`src/mp5_pkg.sv`:
```
`default_nettype none

package mp5_pkg;

    localparam int MAX_WIDTH    = 64;
    localparam int MAX_HEIGHT   = 1024;
    localparam int COL_W        = $clog2(MAX_WIDTH);
    localparam int ROW_W        = $clog2(MAX_HEIGHT);
    localparam int PIX_W        = 8;
    localparam int LINE_ROWS    = 4;
    localparam int SLOT_W       = $clog2(LINE_ROWS);
    localparam int WORD_W       = LINE_ROWS * PIX_W;
    localparam int WIN          = 5;
    localparam int HALF         = 2;
    localparam int OFF_W        = 2;
    localparam int WIDTH_REG_W  = 7;
    localparam int HEIGHT_REG_W = 11;
    localparam int CFG_IDX_W    = 4;
    localparam int CFG_DATA_W   = 11;

    localparam logic [CFG_IDX_W-1:0] REG_PLANE_WIDTH  = CFG_IDX_W'(0);
    localparam logic [CFG_IDX_W-1:0] REG_PLANE_HEIGHT = CFG_IDX_W'(1);

    typedef logic signed [PIX_W-1:0] pix_t;

    localparam pix_t PIX_MIN = -8'sd128;

    // one column as it leaves the line-store stage
    typedef struct packed {
        logic                       has_out;
        logic                       last_row;
        logic                       last_col;
        logic [OFF_W-1:0]           dy_hi;
        logic [OFF_W-1:0]           dx_hi;
        logic [ROW_W-1:0]           row;
        logic [COL_W-1:0]           col;
        logic [HALF:0][PIX_W-1:0]   cmax;
    } mp5_push_t;

    function automatic pix_t pix_max(input pix_t a, input pix_t b);
        return (a > b) ? a : b;
    endfunction

endpackage

`default_nettype wire

```
`src/mp5_emit.sv`:
```
`default_nettype none

module mp5_emit import mp5_pkg::*;
(
    input  logic                clk,
    input  logic                rst_n,
    input  logic                push,
    input  mp5_push_t           push_info,
    output logic                run_free,
    input  logic                out_ready,
    output logic                out_valid,
    output logic signed [7:0]   pixel_out,
    output logic [ROW_W-1:0]    out_row,
    output logic [COL_W-1:0]    out_col,
    output logic                last_of_run,
    output logic                end_of_plane
);

    // column maxima of the last five columns, index 0 newest, one per vertical offset
    logic [WIN-1:0][HALF:0][PIX_W-1:0] cm_reg, cm_next;

    logic               run_valid_reg, run_valid_next;
    logic [ROW_W-1:0]   run_row_reg, run_row_next;
    logic [COL_W-1:0]   run_col_reg, run_col_next;
    logic               run_last_row_reg, run_last_row_next;
    logic               run_last_col_reg, run_last_col_next;
    logic [OFF_W-1:0]   dy_reg, dy_next;
    logic [OFF_W-1:0]   dx_reg, dx_next;
    logic [OFF_W-1:0]   dx_hi_reg, dx_hi_next;

    logic               out_valid_reg, out_valid_next;
    pix_t               out_pix_reg, out_pix_next;
    logic [ROW_W-1:0]   out_row_reg, out_row_next;
    logic [COL_W-1:0]   out_col_reg, out_col_next;
    logic               out_last_reg, out_last_next;
    logic               out_eop_reg, out_eop_next;

    logic [OFF_W-1:0]   dy_lo;
    logic [OFF_W-1:0]   dx_lo;
    logic               run_last;
    logic               gen_fire;
    pix_t               hmax;

    assign dy_lo    = run_last_row_reg ? '0 : OFF_W'(HALF);
    assign dx_lo    = run_last_col_reg ? '0 : OFF_W'(HALF);
    assign run_last = (dy_reg == dy_lo) && (dx_reg == dx_lo);
    assign gen_fire = run_valid_reg && (!out_valid_reg || out_ready);
    assign run_free = !run_valid_reg || (gen_fire && run_last);

    // horizontal max, clipped at the row start
    always_comb
    begin
        hmax = PIX_MIN;
        for (int e = 0; e < WIN; e++)
        begin
            if (((OFF_W + 1)'(e) <= (OFF_W + 1)'(dx_reg) + (OFF_W + 1)'(HALF)) &&
                (run_col_reg >= COL_W'(e)))
            begin
                hmax = pix_max(hmax, pix_t'(cm_reg[e][dy_reg]));
            end
        end
    end

    always_comb
    begin
        cm_next           = cm_reg;
        run_valid_next    = run_valid_reg;
        run_row_next      = run_row_reg;
        run_col_next      = run_col_reg;
        run_last_row_next = run_last_row_reg;
        run_last_col_next = run_last_col_reg;
        dy_next           = dy_reg;
        dx_next           = dx_reg;
        dx_hi_next        = dx_hi_reg;

        if (gen_fire)
        begin
            if (dx_reg != dx_lo)
            begin
                dx_next = dx_reg - OFF_W'(1);
            end
            else
            begin
                dx_next = dx_hi_reg;
                dy_next = dy_reg - OFF_W'(1);
            end
            if (run_last)
            begin
                run_valid_next = 1'b0;
            end
        end

        if (push)
        begin
            cm_next           = {cm_reg[WIN-2:0], push_info.cmax};
            run_valid_next    = push_info.has_out;
            run_row_next      = push_info.row;
            run_col_next      = push_info.col;
            run_last_row_next = push_info.last_row;
            run_last_col_next = push_info.last_col;
            dy_next           = push_info.dy_hi;
            dx_next           = push_info.dx_hi;
            dx_hi_next        = push_info.dx_hi;
        end
    end

    always_comb
    begin
        out_valid_next = out_valid_reg && !out_ready;
        out_pix_next   = out_pix_reg;
        out_row_next   = out_row_reg;
        out_col_next   = out_col_reg;
        out_last_next  = out_last_reg;
        out_eop_next   = out_eop_reg;
        if (gen_fire)
        begin
            out_valid_next = 1'b1;
            out_pix_next   = hmax;
            out_row_next   = run_row_reg - ROW_W'(dy_reg);
            out_col_next   = run_col_reg - COL_W'(dx_reg);
            out_last_next  = run_last;
            out_eop_next   = run_last_row_reg && run_last_col_reg &&
                             (dy_reg == '0) && (dx_reg == '0);
        end
    end

    always_ff @(posedge clk or negedge rst_n)
    begin
        if (!rst_n)
        begin
            run_valid_reg <= 1'b0;
            out_valid_reg <= 1'b0;
        end
        else
        begin
            run_valid_reg <= run_valid_next;
            out_valid_reg <= out_valid_next;
        end
    end

    always_ff @(posedge clk)
    begin
        cm_reg           <= cm_next;
        run_row_reg      <= run_row_next;
        run_col_reg      <= run_col_next;
        run_last_row_reg <= run_last_row_next;
        run_last_col_reg <= run_last_col_next;
        dy_reg           <= dy_next;
        dx_reg           <= dx_next;
        dx_hi_reg        <= dx_hi_next;
        out_pix_reg      <= out_pix_next;
        out_row_reg      <= out_row_next;
        out_col_reg      <= out_col_next;
        out_last_reg     <= out_last_next;
        out_eop_reg      <= out_eop_next;
    end

    assign out_valid    = out_valid_reg;
    assign pixel_out    = out_pix_reg;
    assign out_row      = out_row_reg;
    assign out_col      = out_col_reg;
    assign last_of_run  = out_last_reg;
    assign end_of_plane = out_eop_reg;

endmodule

`default_nettype wire

```
`src/max_pool_5x5_same_top.sv`:
```
// 5x5 stride-1 max filter, window centered, clipped at the plane border.
// cfg channel: cfg_valid/cfg_ready with cfg_index and cfg_data; index 0 is
//   plane_width, index 1 plane_height, other indexes are ignored. cfg_ready
//   is always high. write only while no beat is in flight.
// input channel: in_valid/in_ready, one pixel_in beat per pixel, raster order.
// output channel: out_valid/out_ready with pixel_out, out_row, out_col,
//   last_of_run (final result caused by one input beat) and end_of_plane.
// path: the input beat that completes a window is registered in the line-store
//   stage, then in the generator's run registers, then in the output register.
// throughput: one input beat per cycle while out_ready holds high and each pixel
//   yields at most one result; a row end yields up to three results and the plane's
//   last pixel up to nine, and the input side waits out the extra results. the rate
//   is set by the single result generator, one window max per cycle unless stalled.
// the line store is one 64 x 32 word ram holding four rows per column; each
//   beat reads its column on acceptance and writes it back as it leaves the
//   line-store stage, with forwarding when the next beat hits the same column.
// reset: position returns to row 0 col 0, width and height go to 40, the
//   pipeline empties; the ram is not cleared.
// stall: while out_ready is low the output register holds its beat, the
//   pipeline keeps at most one pending beat per stage and in_ready drops once they fill.
`default_nettype none

module max_pool_5x5_same_top import mp5_pkg::*;
(
    input  logic                    clk,
    input  logic                    rst_n,

    input  logic                    cfg_valid,
    output logic                    cfg_ready,
    input  logic [CFG_IDX_W-1:0]    cfg_index,
    input  logic [CFG_DATA_W-1:0]   cfg_data,

    input  logic                    in_valid,
    output logic                    in_ready,
    input  logic signed [7:0]       pixel_in,

    output logic                    out_valid,
    input  logic                    out_ready,
    output logic signed [7:0]       pixel_out,
    output logic [ROW_W-1:0]        out_row,
    output logic [COL_W-1:0]        out_col,
    output logic                    last_of_run,
    output logic                    end_of_plane
);

    // configuration
    logic [WIDTH_REG_W-1:0]  width_reg, width_next;
    logic [HEIGHT_REG_W-1:0] height_reg, height_next;

    // position of the next pixel
    logic [ROW_W-1:0] row_reg, row_next;
    logic [COL_W-1:0] col_reg, col_next;

    // line-store stage: pixel waiting for its column word
    logic               s1_valid_reg, s1_valid_next;
    pix_t               s1_pixel_reg, s1_pixel_next;
    logic [ROW_W-1:0]   s1_row_reg, s1_row_next;
    logic [COL_W-1:0]   s1_col_reg, s1_col_next;
    logic               s1_last_row_reg, s1_last_row_next;
    logic               s1_last_col_reg, s1_last_col_next;

    // line store: one word per column, byte (row mod 4) holds that row
    logic [WORD_W-1:0]  line_mem [MAX_WIDTH];
    logic [WORD_W-1:0]  rdata_reg;
    logic [WORD_W-1:0]  wdata;

    logic [WIDTH_REG_W-1:0]  w_eff;
    logic [HEIGHT_REG_W-1:0] h_eff;
    logic                    out_of_plane;
    logic [ROW_W-1:0]        acc_row;
    logic [COL_W-1:0]        acc_col;
    logic [WIDTH_REG_W-1:0]  col_inc;
    logic [HEIGHT_REG_W-1:0] row_inc;
    logic                    accept;
    logic                    s1_adv;
    logic                    fwd;
    logic                    run_free;

    pix_t                    vals [WIN];
    pix_t                    vmax [WIN];
    mp5_push_t               push_info;

    assign cfg_ready = 1'b1;

    always_comb
    begin
        width_next  = width_reg;
        height_next = height_reg;
        if (cfg_valid)
        begin
            case (cfg_index)
                REG_PLANE_WIDTH:  width_next  = cfg_data[WIDTH_REG_W-1:0];
                REG_PLANE_HEIGHT: height_next = cfg_data[HEIGHT_REG_W-1:0];
                default:          ;
            endcase
        end
    end

    // register values clamped to the supported plane
    always_comb
    begin
        if (width_reg == '0)
            w_eff = WIDTH_REG_W'(1);
        else if (width_reg > WIDTH_REG_W'(MAX_WIDTH))
            w_eff = WIDTH_REG_W'(MAX_WIDTH);
        else
            w_eff = width_reg;

        if (height_reg == '0)
            h_eff = HEIGHT_REG_W'(1);
        else if (height_reg > HEIGHT_REG_W'(MAX_HEIGHT))
            h_eff = HEIGHT_REG_W'(MAX_HEIGHT);
        else
            h_eff = height_reg;
    end

    // a position left outside a shrunk plane restarts the plane
    assign out_of_plane = (HEIGHT_REG_W'(row_reg) >= h_eff) ||
                          (WIDTH_REG_W'(col_reg) >= w_eff);
    assign acc_row = out_of_plane ? '0 : row_reg;
    assign acc_col = out_of_plane ? '0 : col_reg;
    assign col_inc = WIDTH_REG_W'(acc_col) + WIDTH_REG_W'(1);
    assign row_inc = HEIGHT_REG_W'(acc_row) + HEIGHT_REG_W'(1);

    // the stage moves on whenever the generator can take its column
    assign s1_adv   = s1_valid_reg && run_free;
    assign in_ready = !s1_valid_reg || run_free;
    assign accept   = in_valid && in_ready;

    always_comb
    begin
        row_next = row_reg;
        col_next = col_reg;
        if (accept)
        begin
            if (col_inc >= w_eff)
            begin
                col_next = '0;
                row_next = (row_inc >= h_eff) ? '0 : row_inc[ROW_W-1:0];
            end
            else
            begin
                col_next = col_inc[COL_W-1:0];
                row_next = acc_row;
            end
        end
    end

    always_comb
    begin
        s1_valid_next    = s1_valid_reg && !s1_adv;
        s1_pixel_next    = s1_pixel_reg;
        s1_row_next      = s1_row_reg;
        s1_col_next      = s1_col_reg;
        s1_last_row_next = s1_last_row_reg;
        s1_last_col_next = s1_last_col_reg;
        if (accept)
        begin
            s1_valid_next    = 1'b1;
            s1_pixel_next    = pixel_in;
            s1_row_next      = acc_row;
            s1_col_next      = acc_col;
            s1_last_row_next = HEIGHT_REG_W'(acc_row) == h_eff - HEIGHT_REG_W'(1);
            s1_last_col_next = WIDTH_REG_W'(acc_col) == w_eff - WIDTH_REG_W'(1);
        end
    end

    // write-back word: the oldest row of this column gives way to the new pixel
    always_comb
    begin
        wdata = rdata_reg;
        wdata[PIX_W * s1_row_reg[SLOT_W-1:0] +: PIX_W] = s1_pixel_reg;
    end

    // the next beat reads the column being written back at the same edge
    assign fwd = s1_adv && (s1_col_reg == acc_col);

    always_ff @(posedge clk)
    begin
        if (s1_adv)
            line_mem[s1_col_reg] <= wdata;
        if (accept)
            rdata_reg <= fwd ? wdata : line_mem[acc_col];
    end

    // column values, offset d is row r-d; rows above the plane read as the minimum
    always_comb
    begin
        vals[0] = s1_pixel_reg;
        for (int d = 1; d < WIN; d++)
        begin
            if (s1_row_reg >= ROW_W'(d))
                vals[d] = pix_t'(rdata_reg[PIX_W * (s1_row_reg[SLOT_W-1:0] - SLOT_W'(d))
                                           +: PIX_W]);
            else
                vals[d] = PIX_MIN;
        end
    end

    // running max down the column; the window of row r-dy spans offsets up to dy+2
    always_comb
    begin
        vmax[0] = vals[0];
        for (int d = 1; d < WIN; d++)
        begin
            vmax[d] = pix_max(vmax[d-1], vals[d]);
        end
    end

    always_comb
    begin
        push_info.has_out  = (s1_last_row_reg || (s1_row_reg >= ROW_W'(HALF))) &&
                             (s1_last_col_reg || (s1_col_reg >= COL_W'(HALF)));
        push_info.last_row = s1_last_row_reg;
        push_info.last_col = s1_last_col_reg;
        push_info.dy_hi    = (s1_row_reg >= ROW_W'(HALF)) ? OFF_W'(HALF)
                                                          : s1_row_reg[OFF_W-1:0];
        push_info.dx_hi    = (s1_col_reg >= COL_W'(HALF)) ? OFF_W'(HALF)
                                                          : s1_col_reg[OFF_W-1:0];
        push_info.row      = s1_row_reg;
        push_info.col      = s1_col_reg;
        for (int dy = 0; dy <= HALF; dy++)
        begin
            push_info.cmax[dy] = vmax[dy + HALF];
        end
    end

    mp5_emit u_emit
    (
        .clk          (clk),
        .rst_n        (rst_n),
        .push         (s1_adv),
        .push_info    (push_info),
        .run_free     (run_free),
        .out_ready    (out_ready),
        .out_valid    (out_valid),
        .pixel_out    (pixel_out),
        .out_row      (out_row),
        .out_col      (out_col),
        .last_of_run  (last_of_run),
        .end_of_plane (end_of_plane)
    );

    always_ff @(posedge clk or negedge rst_n)
    begin
        if (!rst_n)
        begin
            width_reg    <= WIDTH_REG_W'(40);
            height_reg   <= HEIGHT_REG_W'(40);
            row_reg      <= '0;
            col_reg      <= '0;
            s1_valid_reg <= 1'b0;
        end
        else
        begin
            width_reg    <= width_next;
            height_reg   <= height_next;
            row_reg      <= row_next;
            col_reg      <= col_next;
            s1_valid_reg <= s1_valid_next;
        end
    end

    always_ff @(posedge clk)
    begin
        s1_pixel_reg    <= s1_pixel_next;
        s1_row_reg      <= s1_row_next;
        s1_col_reg      <= s1_col_next;
        s1_last_row_reg <= s1_last_row_next;
        s1_last_col_reg <= s1_last_col_next;
    end

endmodule

`default_nettype wire

```
`config.mk`:
```
export PLATFORM = sky130hd
export DESIGN_NAME = max_pool_5x5_same_top
export DESIGN_NICKNAME = d
export VERILOG_FILES = /design/src/mp5_pkg.sv /design/src/mp5_emit.sv /design/src/max_pool_5x5_same_top.sv
export SDC_FILE = /design/constraint.sdc
export NUM_CORES = 2
export LEC_CHECK = 0
export BUFFER_PORTS_ARGS = -buffer_cell sky130_fd_sc_hd__buf_2
export CAP_MARGIN = 10
export CORE_MARGIN = 1.5
export CORE_UTILIZATION = 63
export DETAILED_ROUTE_END_ITERATION = 6
export PLACE_DENSITY = 0.79
export SYNTH_ARGS = -nofsm -noshare
export SYNTH_HDL_FRONTEND = slang
export SYNTH_SLANG_ARGS = --single-unit
```
`constraint.sdc`:
```
create_clock -name clk -period 15.97 [get_ports clk]
set_clock_uncertainty 0.1 [all_clocks]
set_input_delay 0.7985 -clock clk [delete_from_list [all_inputs] [get_ports clk]]
set_output_delay 0.7985 -clock clk [all_outputs]
set_load 0.01 [all_outputs]
```
==> qor.yml <==
outcome:
  status: "finished clean"
critical_path:
  start_kind: "register"
  crit_top_cell: "o21a_1"
  critPathTopFamily: "compound AO/OA/AOI/OAI gates"
  crit_required_ns: 16.41
  r2r_start: "s1_row_reg[0]"
  cp_max_fo: 49
  r2r_slack_ns: 4.87
  cp-end-kind: "register"
  max_stage_delay_ns: 0.85
  path_class: "reg2reg"
  critical_path_buf_inv_count: 5
  r2r-end: "u_emit.cm_reg[22]"
  reg2reg_depth: 47
  critical_path.slowest_cell: "a21oi_1"
  crit_arrival_ns: 11.53
floorplanning:
  ios: 57
  coreArea_um2: 152000
  die_w_um: 394
  initial_core_util_pct: 63.3
  num_rows: 143
  die-area_um2: 155000
  die_h_um: 394
finish:
  nets: 6544
  largest_reg_flops: 2048
  fin_cells: 8608
  most-common-layout-cells: "2276 x edfxtp_1, 517 x nand2_1, 312 x mux2i_1, 294 x a21oi_1, 246 x o21ai_0"
  area_growth_pct: 10.4
  multi_input_area_um2: 25300
  post-route-util_pct: 69.9
  nFillCells: 9489
  design_area_um2: 106000
  layout-drive-gt1-share_pct: 13.8
  ff_latch_area_um2: 69300
  final_common_cell: "edfxtp_1"
timing:
  post-route-period-util_pct: 69.5
  fmax_mhz: 90.1
  rsz0062_at_grt: "false"
  tns_ns: 0
  drv_slew: 0
  hold_viol_final: 0
  fin_crit_ns: 11.10
  slew_headroom_pct: 5.01
  worstMarginPinSlew_ns: 1.42
  setup_slack_ns: 4.87
  setup_viol: 0
cts:
  cts_max_path_buffers: 3
  clk_latency_ns: 0.88
  cts_buffers: 218
  h-tree-depth: 4
  clock_sinks: 2313
  cts-root-buf: "clkbuf_16"
  post_cts_buffers: 0
  clkSlewWorstSetupHoldPaths_ns: 0.06
  tritoncts: "built"
detailed_routing:
  via_per_inst: 7.10
  wirelength_um: 273000
  remaining_drc_errors: 0
  vias: 61200
  dr.pass1.iters: 6
  wire_per_inst_um: 31.7
  final_antenna_net_count: 0
  drt_iter0_markers: 9867
synth:
  ys_types: 91
  ys.flop_type: "edfxtp_1"
  ys_seq_elements: 2313
  synth_area_per_cell_um2: 15.1
  yosys_warnings: 0
  synth_edf_count: 2276
  syn-num-nets: 6516
  syn_inst: 6371
  synth_seq_area_share_pct: 72.1
  async_reset_ff_share_pct: 1.60
  syn_area_um2: 96100
placement:
  dp_hpwl_um: 154000
  place.gp.congestion: 0.976
  dpl.cell_count: 8205
  io_buffers: 55
  pre_cts_slack_ns: 4.99
  dpl_cell_area_um2: 99300
worst_hold_path:
  hold_path_class: "in2reg"
  worst_hold_path.endpoint: "s1_pixel_reg[6]"
  hp-start: "pixel_in[6]"
  whs_path_depth: 1
power_and_ir_drop:
  power.density_nw_per_um2: 176
  peakVddDrop_uv: 146
  power.static_leakage_nw: 35.0
grt:
  grt_usage_pct: 34.8
  grt_max_degree: 123
  grt_pass1_vias: 60400
  grt_pass1_wl_um: 395000
  overflow: 0
  grt_antenna_before_repair: 19
run:
  max_cap_viol_count: 0
## worst register-to-register path: cells and delay by family (launching register included)
family	cells	cell delay (ns)
compound gates	27	6.08
fa+ha+maj	5	1.54
buf+inv	5	1.30
simple gates	9	1.22
flops	1	0.32
mux	1	0.19
## per-layer routing
layer,wire (µm),GRT usage (%),vias to the layer above
met1,93500,46.2,30000
met4,15700,18.4,24
met2,121000,51.6,5003
met5,192,0.277,-
li1,-,-,25300
met3,42300,11.5,860
## kinds of logic (layout without fill, tap and decap cells)
group                      Yosys count  count (layout)  share of synthesized area, %
DFF                               2313            2313                          72.1
AOI/OAI and AO/OA                 1587            1587                          11.6
and+or+nand+nor                   1243            1243                          5.80
buffers and inverters              558             763                          2.42
muxes                              506             506                          6.09
adders and majority gates          117             117                          1.54
xor gates and xnor gates            46              46                         0.419
other                                1               3                       0.00390
## area by class of cell
type                    count  share of cell area (%)
flip-flops and latches   2313                    65.3
multi-input cells        3500                    23.8
clock buffers             266                    5.35
well taps                2030                    2.39
repair buffers            235                    1.60
clock inverters           131                    1.04
inverters                 131                   0.481
diodes                      2                 0.00472
## power by group
group          internal, mW  leakage, nW  total [mW]  switching (mW)
clock network          2.72         3.31        4.96            2.24
registers              6.92         21.1        7.04           0.118
logic                  2.01         10.6        6.62            4.62
total                  11.7         35.0        18.6            6.97
## metrics by stage
stage                     power (mW)  hold slack (ns)
after CTS                       18.3          0.00292
after detailed placement        13.4            0.333
final                           18.6           0.0421
after floorplan                 11.2            0.321
after global placement          13.3            0.328
after global routing            19.1           0.0113
## worst max path at each step
stage                     depth (start not counted)           endpoint           from  slack (ns)
after floorplan                                  51  u_emit.cm_reg[16]  s1_row_reg[1]        5.56
after global placement                           47  u_emit.cm_reg[20]  s1_row_reg[0]        5.04
after detailed placement                         47  u_emit.cm_reg[17]  s1_row_reg[0]        4.99
after CTS                                        47  u_emit.cm_reg[22]  s1_row_reg[0]        4.91
after global routing                             47  u_emit.cm_reg[22]  s1_row_reg[0]        4.02
final                                            47  u_emit.cm_reg[22]  s1_row_reg[0]        4.87
## synthesized netlist by cell type (25+ instances only)
cell          n  share of area, %
nor2b_1      46              0.30
buf_2        89              0.46
o22ai_1      97              0.63
clkbuf_1    279               1.1
xnor2_1      27              0.25
o221ai_1     73              0.67
mux2_2      146               1.7
a211oi_1     76              0.59
nor3_1       97              0.51
nand3_1     164              0.85
o32a_1       25              0.26
a211o_1      32              0.29
a221oi_1     71              0.65
o2111ai_1    56              0.51
nor2_1      273               1.1
mux2i_1     312               3.2
o31ai_1      48              0.37
a32o_1       93              0.97
o31a_1       32              0.29
ha_1        115               1.5
buf_1        35              0.14
o21ai_0     256               1.3
a21o_1       34              0.27
mux4_2       48               1.1
a22o_1       32              0.29
a32oi_1      25              0.23
edfxtp_1   2276                71
a31oi_1      83              0.54
inv_1       118              0.46
and3_1       50              0.33
a21oi_1     294               1.5
nand2_1     519               2.0
o21ai_1      41              0.21
dfrtp_1      33              0.86
## timing repair
item,CTS,global route
endpoints found under the hold margin,33,0
gates resized for setup,0,0
hold buffers,1,0
(Power assumes the default switching activity.)
